--- src/design/billboard_matrix_builder_core_macros.svh ---
// ----------------------------------------------------------------------------
// Billboard matrix builder assertion macros
// Shared concurrent assertion wrappers, clocked on i_clk.
// ----------------------------------------------------------------------------
`ifndef BILLBOARD_MATRIX_BUILDER_CORE_MACROS_SVH
`define BILLBOARD_MATRIX_BUILDER_CORE_MACROS_SVH

// Check a property outside reset
`define BMB_ASSERT_CLK(label, prop, msg) \
    label: assert property (@(posedge i_clk) disable iff (!i_rst_n) prop) else $error(msg);

// Check a property on every edge, reset included
`define BMB_ASSERT_ALWAYS(label, prop, msg) \
    label: assert property (@(posedge i_clk) prop) else $error(msg);

`endif

--- src/design/bmb_pkg.sv ---
// ----------------------------------------------------------------------------
// Billboard matrix builder package
// Widths, payload types, codes and saturation helper.
// ----------------------------------------------------------------------------
package bmb_pkg;

    localparam int FRAC_BITS = 16;
    localparam int DATA_W    = 32;
    localparam int MAG_W     = 32;
    localparam int LEAD_W    = $clog2(MAG_W);
    localparam int NM_W      = 30;
    localparam int SQ_W      = 2 * NM_W + 2;
    localparam int ROOT_W    = SQ_W / 2;
    localparam int Q_W       = FRAC_BITS + 1;
    localparam int LOOK_W    = FRAC_BITS + 2;
    localparam int NUM_W     = ROOT_W + Q_W;
    localparam int PROD_W    = DATA_W + LOOK_W;
    localparam int E3_W      = 17;
    localparam int ADDR_W    = 5;

    localparam logic [LEAD_W-1:0] NORM_POS = LEAD_W'(NM_W - 1);
    localparam logic signed [DATA_W-1:0] ONE_Q = DATA_W'(64'd1 << FRAC_BITS);
    localparam logic [E3_W-1:0] ENTRY3_ONE = E3_W'(64'd1 << FRAC_BITS);
    localparam logic [Q_W-1:0] Q_ONE = Q_W'(64'd1 << FRAC_BITS);
    localparam logic signed [PROD_W:0] SAT_HI =
        {{(PROD_W - DATA_W + 2){1'b0}}, {(DATA_W - 1){1'b1}}};
    localparam logic signed [PROD_W:0] SAT_LO = ~SAT_HI;

    typedef enum logic [1:0] {
        MODE_POINT = 2'd0,
        MODE_X     = 2'd1,
        MODE_Y     = 2'd2,
        MODE_Z     = 2'd3
    } t_mode;

    localparam logic [1:0] ROW_RIGHT = 2'd0;
    localparam logic [1:0] ROW_UP    = 2'd1;
    localparam logic [1:0] ROW_LOOK  = 2'd2;
    localparam logic [1:0] ROW_POS   = 2'd3;

    localparam logic [2:0] REG_CAM_POS_X = 3'd0;
    localparam logic [2:0] REG_CAM_POS_Y = 3'd1;
    localparam logic [2:0] REG_CAM_POS_Z = 3'd2;
    localparam logic [2:0] REG_CAM_UP_X  = 3'd3;
    localparam logic [2:0] REG_CAM_UP_Y  = 3'd4;
    localparam logic [2:0] REG_CAM_UP_Z  = 3'd5;

    typedef struct packed {
        logic signed [DATA_W-1:0] object_x;
        logic signed [DATA_W-1:0] object_y;
        logic signed [DATA_W-1:0] object_z;
        logic [1:0]               facing_mode;
    } t_in;

    typedef struct packed {
        logic [1:0]               row_index;
        logic signed [DATA_W-1:0] entry_0;
        logic signed [DATA_W-1:0] entry_1;
        logic signed [DATA_W-1:0] entry_2;
        logic [E3_W-1:0]          entry_3;
        logic                     degenerate;
        logic                     last_row;
    } t_out;

    typedef struct packed {
        logic signed [DATA_W-1:0] x;
        logic signed [DATA_W-1:0] y;
        logic signed [DATA_W-1:0] z;
    } t_vec;

    typedef struct packed {
        logic signed [LOOK_W-1:0] x;
        logic signed [LOOK_W-1:0] y;
        logic signed [LOOK_W-1:0] z;
    } t_look;

    typedef struct packed {
        t_vec       pos;
        logic [1:0] mode;
        logic [2:0] neg;
        logic       zero;
    } t_side;

    typedef struct packed {
        t_side side;
        t_look look;
        t_vec  right;
    } t_carry;

    // Floor shift by the fraction width, then clamp to signed 32 bits
    function automatic logic signed [DATA_W-1:0] sat_shift(input logic signed [PROD_W:0] v);
        logic signed [PROD_W:0] s;
        s = v >>> FRAC_BITS;
        if (s > SAT_HI) begin
            return SAT_HI[DATA_W-1:0];
        end else if (s < SAT_LO) begin
            return SAT_LO[DATA_W-1:0];
        end
        return s[DATA_W-1:0];
    endfunction

endpackage

--- src/design/bmb_ser.sv ---
// ----------------------------------------------------------------------------
// bmb_ser
// Matrix holding register and row sequencer for the result channel.
// ----------------------------------------------------------------------------
`include "billboard_matrix_builder_core_macros.svh"

module bmb_ser (
    input  logic           i_clk,
    input  logic           i_rst_n,
    input  logic           i_valid,
    input  bmb_pkg::t_vec  i_right,
    input  bmb_pkg::t_vec  i_up,
    input  bmb_pkg::t_vec  i_look,
    input  bmb_pkg::t_vec  i_pos,
    input  logic           i_degen,
    input  logic           i_ready,
    output logic           o_take,
    output logic           o_valid,
    output bmb_pkg::t_out  o_out
);

    logic          r_busy;
    logic [1:0]    r_row;
    bmb_pkg::t_vec r_right, r_up, r_look, r_pos;
    logic          r_degen;
    bmb_pkg::t_vec sel;

    assign o_take = !r_busy || (i_ready && r_row == bmb_pkg::ROW_POS);

    always_ff @(posedge i_clk) begin
        if (!i_rst_n) begin
            r_busy <= 1'b0;
            r_row  <= bmb_pkg::ROW_RIGHT;
        end else if (i_valid && o_take) begin
            r_busy <= 1'b1;
            r_row  <= bmb_pkg::ROW_RIGHT;
        end else if (r_busy && i_ready) begin
            if (r_row == bmb_pkg::ROW_POS) begin
                r_busy <= 1'b0;
            end else begin
                r_row <= r_row + 2'd1;
            end
        end
    end

    always_ff @(posedge i_clk) begin
        if (i_valid && o_take) begin
            r_right <= i_right;
            r_up    <= i_up;
            r_look  <= i_look;
            r_pos   <= i_pos;
            r_degen <= i_degen;
        end
    end

    always_comb begin
        case (r_row)
            bmb_pkg::ROW_RIGHT: sel = r_right;
            bmb_pkg::ROW_UP:    sel = r_up;
            bmb_pkg::ROW_LOOK:  sel = r_look;
            default:            sel = r_pos;
        endcase
        o_out.row_index  = r_row;
        o_out.entry_0    = sel.x;
        o_out.entry_1    = sel.y;
        o_out.entry_2    = sel.z;
        o_out.entry_3    = (r_row == bmb_pkg::ROW_POS) ? bmb_pkg::ENTRY3_ONE : '0;
        o_out.degenerate = r_degen;
        o_out.last_row   = (r_row == bmb_pkg::ROW_POS);
    end

    assign o_valid = r_busy;

    `BMB_ASSERT_CLK(a_row_walk, r_busy && i_ready && r_row != bmb_pkg::ROW_POS |=> r_busy && r_row == $past(r_row) + 2'd1, "row sequence skipped a row")
    `BMB_ASSERT_CLK(a_hold_busy, r_busy && !i_ready |=> r_busy && $stable(r_row), "matrix dropped while stalled")
    `BMB_ASSERT_CLK(a_degen_look, r_busy && r_degen && r_row == bmb_pkg::ROW_LOOK |-> r_look == '0, "zero-length look not cleared")

endmodule

--- config.mk ---
export PLATFORM = sky130hd
export DESIGN_NAME = bmb_ser
export DESIGN_NICKNAME = d
export VERILOG_FILES = /design/src/design/bmb_pkg.sv /design/src/design/bmb_ser.sv
export VERILOG_INCLUDE_DIRS = /design/src /design/src/design
export SDC_FILE = /design/constraint.sdc
export NUM_CORES = 1
export LEC_CHECK = 0
export ABC_AREA = 1
export CAP_MARGIN = 25
export CORE_AREA = 3 3 197 199
export DETAILED_ROUTE_END_ITERATION = 16
export DIE_AREA = 0 0 200 202
export DONT_BUFFER_PORTS = 1
export PLACE_DENSITY = 0.58
export SYNTH_ARGS = -nofsm -noshare
export SYNTH_HDL_FRONTEND = slang
export SYNTH_SLANG_ARGS = --single-unit
--- constraint.sdc ---
create_clock -name i_clk -period 19.9 [get_ports i_clk]
set_clock_uncertainty 0.2 [all_clocks]
set_input_delay 0.995 -clock i_clk [delete_from_list [all_inputs] [get_ports i_clk]]
set_output_delay 0.995 -clock i_clk [all_outputs]
set_load 0.02 [all_outputs]
### After elaboration in Yosys (flattened, before gate mapping)

Index checks and enable logic that the tools add are counted.
W data, S select, Z words.

| operators by class | value |
|---|---|
| reduce and logical (&&, ||, !) cells | 11 |
| multiply operators | 0 |
| muxes and demuxes | 5 |
| div/mod/pow operators | 0 |
| bitwise gates (word level) | 2 |
| shift-type cells | 0 |
| equal/unequal tests | 3 |
| $add $sub $neg | 1 |
| $lt $le $gt $ge | 0 |

Operators with widths:

| operator | count |
|---|---|
| $pmux W96 S3 | 1 |
| $mux W17 | 1 |
| $eq A2 B2 Y1 const B | 2 |
| $reduce_and A2 Y1 | 2 |
| $reduce_bool A2 Y1 | 2 |
| $logic_and A1 B1 Y1 | 3 |
| $mux W1 | 3 |
| $add A2 B1 Y2 const B | 1 |
| $eq A2 B1 Y1 const B | 1 |
| $logic_not A2 Y1 | 1 |
| $not A1 Y1 | 2 |
| $reduce_or A2 Y1 | 1 |
| $logic_not A1 Y1 | 1 |
| $logic_or A1 B1 Y1 | 1 |

| storage, ports and cells | value |
|---|---|
| bits of input ports | 389 |
| bits in registers | 388 |
| bits in read-only memories | 0 |
| memories | 0 |
| output and inout port bits | 119 |
| RAM bits | 0 |
| latch bits | 0 |
| logic and storage cells | 37 |

### Logic depth before layout (Yosys ltp)

| depth | value |
|---|---|
| depth after elaboration | 6 |
| gate-level depth with buffers | 9 |
| mapped depth without buffers | 7 |

### Least setup slack after synthesis

No wires, ideal clock.

| path | value |
|---|---|
| path type | input to register |
| start | input i_ready |
| end | register r_degen (enable) |
| arrival | 8.793 ns |
| buffers on the path | 0 |
| data required time | 18.967 ns |
| library setup time | 0.733 ns |
| cell stages on the path | 4 |
| path slack | 10.174 ns |
| cell sequence | nand2_1 -> nand2_1 -> nand2_1 -> inv_1 |

| between the ends | value |
|---|---|
| cells in the longest elaborated chain, start to end | 3 |

RTL lines:

| item | line | source |
|---|---|---|
| from (decl) | bmb_ser.sv:16 | `input logic i_ready,` |
| $logic_and A1 B1 Y1 | bmb_ser.sv:28 | `assign o_take = !r_busy \|\| (i_ready && r_row == bmb_pkg::ROW_POS);` |
| $logic_or A1 B1 Y1 | bmb_ser.sv:28 |  |
| net o_take | bmb_ser.sv:17 | `output logic o_take,` |
| $logic_and A1 B1 Y1 | bmb_ser.sv:47 | `if (i_valid && o_take) begin` |
| to (signal assigned) | bmb_ser.sv:52 | `r_degen <= i_degen;` |
| to (decl) | bmb_ser.sv:25 | `logic r_degen;` |

The timed path passes the listed nets, and every way through them passes these cells.
A chain may end at the register's enable or synchronous reset.

==> qor.csv <==
stage;metric;value;unit
floorplanning;die_w;200;um
floorplanning;die_h;202;um
synthesis;ys_types;16;
sta;grt_setup_unrepaired;no;
setup_path;slowest_delay;0.81;ns
pwr;vdd_drop_max;0.0000813;V
setup_path;critPathSlowestCell;buf_4;
final_layout;final_cell_area;16600;um^2
job;cap_violations;0;
cts;cts_resized;0;
setup_path;rrSetupSlack;15.14;ns
grt;antenna_found_initial;19;
worst_hold_path;min_path_type;input port to flop;
final_layout;final_nets;1551;
synthesis;syn_area;15000;um^2
sta;setup_viol;0;
grt;groute.usage.overall;17.4;%
detailed_routing;antenna_left;0;
cts;cts_setup_buffers;0;
detailed_routing;vias;8400;
worst_hold_path;holdPathEnd;r_up[20]$_DFFE_PP_;
sta;slew_headroom;34.9;%
setup_path;timing.rr.end;r_right[86]$_DFFE_PP_;
synthesis;ys_top_cells_by_count;nand2_1 (585), edfxtp_1 (385), nand3_1 (97), buf_2 (25);
sta;setup_tns;0;ns
cts;path_clk_slew;0.06;ns
grt;grt_pass1_wl;51.9;mm
synthesis;yosysSeqAreaShare;77.6;%
detailed_routing;wl;37.3;mm
setup_path;worst-path-buf-inv;4;
setup_path;critical_path.cell_chain;ha_1 -> nand2_1 -> nand2_1 -> nand2_1 -> inv_8 -> buf_4 -> buf_4 -> buf_16;
detailed_routing;drt_iter0_drc;400;
final_layout;post-route-util;44.4;%
cts;cts_hold_buf;0;
placement;dp_cells;1623;
final_layout;nFillCells;3364;
detailed_routing;dr.pass1.iters;4;
worst_hold_path;holdPathStages;0;
sta;period_share;23.9;%
sta;clock.fmax;0.210;GHz
worst_hold_path;worstHoldStart;i_up[20];
detailed_routing;viasPerCell;4.92;
cts;cts_sinks;388;
grt;gr-total-overflow;0;
cts;cts_buffers;41;
setup_path;rr_startpoint;r_row[0]$_SDFFE_PP0P_;
setup_path;startpoint_type;flop;
outcome;status;completed;
sta;min_period;4.76;ns
final_layout;fin_cells;1707;
setup_path;worst-setup-path-type;flop to flop;
placement;hpwl;25.3;mm
grt;grt_pass1_vias;8259;
sta;drv_slew;0;
detailed_routing;routedWlPerCell;21.9;um
synthesis;async_reset_ff_share;0;%
synthesis;synth.largest_area_cell;edfxtp_1;
synthesis;synth_edf_count;385;
cts;cts_tree;done;
cts;insertion_delay;0.55;ns
setup_path;endpoint_kind;flop;
setup_path;cp_common_cell;nand2_1;
setup_path;critPathArrivalTime;4.76;ns
synthesis;ys_warn_count;0;
synthesis;synth.most_common_cell;nand2_1;
cts;cts_max_path_buffers;3;
floorplanning;initial_core_util;40.0;%
synthesis;syn_inst;1160;
floorplanning;dieArea;40400;um^2
setup_path;crit_family;buffers and inverters;
final_layout;drive_gt1_share;6.14;%
grt;grt_max_degree;137;
synthesis;avgSynthCellArea;12.9;um^2
synthesis;yosysTopAreaCellShare;77.2;%
pwr;p_leak;6.16;nW
floorplanning;core_area;37400;um^2
synthesis;synth_seq_cells;388;
placement;place_congestion;0.807;
final_layout;syn_to_final_growth;11.0;%
synthesis;synth.area.top_cells;edfxtp_1 (77%), nand2_1 (15%), nand3_1 (3.2%), buf_6 (1.5%), buf_4 (1.0%);
setup_path;reg2reg_depth;8;
setup_path;crit_required;19.90;ns
sta;hold_viol;0;
placement;placed_cell_area;15200;um^2
pwr;power.density;109;nW/um^2
floorplanning;rows;71;
detailed_routing;drcViolationCount;0;
sta;tightest_slew;0.976;ns
cts;root_buffer;clkbuf_16;
floorplanning;io_pins;508;
cts;htree_levels;2;
synthesis;synth-main-ff-cell;edfxtp_1;
placement;port_buffers;0;
setup_path;path_max_fanout;136;
==> cell families after synthesis <==
kind of cell               share of synthesized area, %
and+or+nand+nor                                    18.0
DFF                                                77.6
buffers and inverters                              3.84
adders and majority gates                         0.418
AOI/OAI and AO/OA                                0.0669
other                                            0.0250
==> state kept, by name, summed over array words and instances, names as in the netlist <==
| signal | count |
|---|---|
| r_look | 96 |
| r_pos | 96 |
| r_right | 96 |
| r_up | 96 |
| r_row | 2 |
| o_valid | 1 |
| r_degen | 1 |
==> layer usage <==
metal | GRT usage [%] | up-vias | share of wire, %
met5 | 0 | - | 0.41
met4 | 5.66 | 22 | 2.6
met2 | 30.1 | 412 | 50
met1 | 18.7 | 3954 | 35
li1 | - | 3926 | -
met3 | 8.52 | 86 | 12
==> through the flow <==
| stage | hold WS [ns] | setup WS (ns) | power (mW) |
|---|---|---|---|
| 2_1_floorplan | 0.435 | 10.17 | 1.09 |
| 3_3_place_gp | 0.485 | 14.84 | 1.09 |
| 3_5_place_dp | 0.502 | 14.80 | 1.09 |
| 4_1_cts | 0.290 | 14.78 | 1.83 |
| 5_1_grt | 0.292 | 14.77 | 1.88 |
| 6_report | 0.332 | 15.14 | 1.81 |
==> cell type report <==
| type | instances | area, um^2 | share of cell area [%] |
|---|---|---|---|
| Antenna cell | 7 | 17.5 | 0.105 |
| Clock buffer | 58 | 1160 | 6.99 |
| Clock inverter | 17 | 140 | 0.843 |
| Inverter | 7 | 36.3 | 0.218 |
| Multi-Input combinational cell | 708 | 2880 | 17.3 |
| Tap cell | 511 | 639 | 3.85 |
| Timing Repair Buffer | 11 | 123 | 0.738 |
| Sequential cell | 388 | 11600 | 69.9 |
==> how the worst max path moves through the flow <==
stage | from | to | slack (ns) | cells after the start
finish | r_row[0]$_SDFFE_PP0P_ | r_right[86]$_DFFE_PP_ | 15.14 | 8
global route | r_row[0]$_SDFFE_PP0P_ | r_look[0]$_DFFE_PP_ | 14.77 | 8
CTS | r_row[0]$_SDFFE_PP0P_ | r_look[79]$_DFFE_PP_ | 14.78 | 7
detailed placement | r_row[0]$_SDFFE_PP0P_ | r_pos[70]$_DFFE_PP_ | 14.80 | 7
global placement | r_row[0]$_SDFFE_PP0P_ | r_pos[68]$_DFFE_PP_ | 14.84 | 7
floorplan | i_ready | r_degen$_DFFE_PP_ | 10.17 | 4
==> where the power goes <==
| group | switching (mW) | total, mW | leakage (nW) | internal, mW |
|---|---|---|---|---|
| Sequential | 0.0139 | 0.975 | 3.71 | 0.961 |
| Clock | 0.301 | 0.735 | 0.639 | 0.434 |
| Combinational | 0.0798 | 0.0991 | 1.81 | 0.0193 |
| Total | 0.395 | 1.81 | 6.16 | 1.41 |
==> placed cells by master, fill, tap and decap left out <==
cell / synthesis / routed
nand2_1: 585 / 585
edfxtp_1: 385 / 385
nand3_1: 97 / 97
clkbuf_16: 0 / 43
conb_1: 1 / 16
clkbuf_1: 5 / 12
buf_4: 20 / 9
diode_2: 0 / 7
clkinv_1: 0 / 7
inv_1: 6 / 5
clkinv_2: 0 / 5
ha_4: 0 / 4
clkbuf_8: 0 / 3
dfxtp_1: 3 / 3
inv_8: 0 / 2
nand4_1: 2 / 2
a21oi_1: 2 / 2
bufinv_16: 0 / 2
buf_16: 0 / 2
inv_4: 0 / 1
nor2_1: 1 / 1
ha_1: 5 / 1
inv_6: 0 / 1
clkinv_4: 0 / 1
Power figures use the tool's default switching activity.
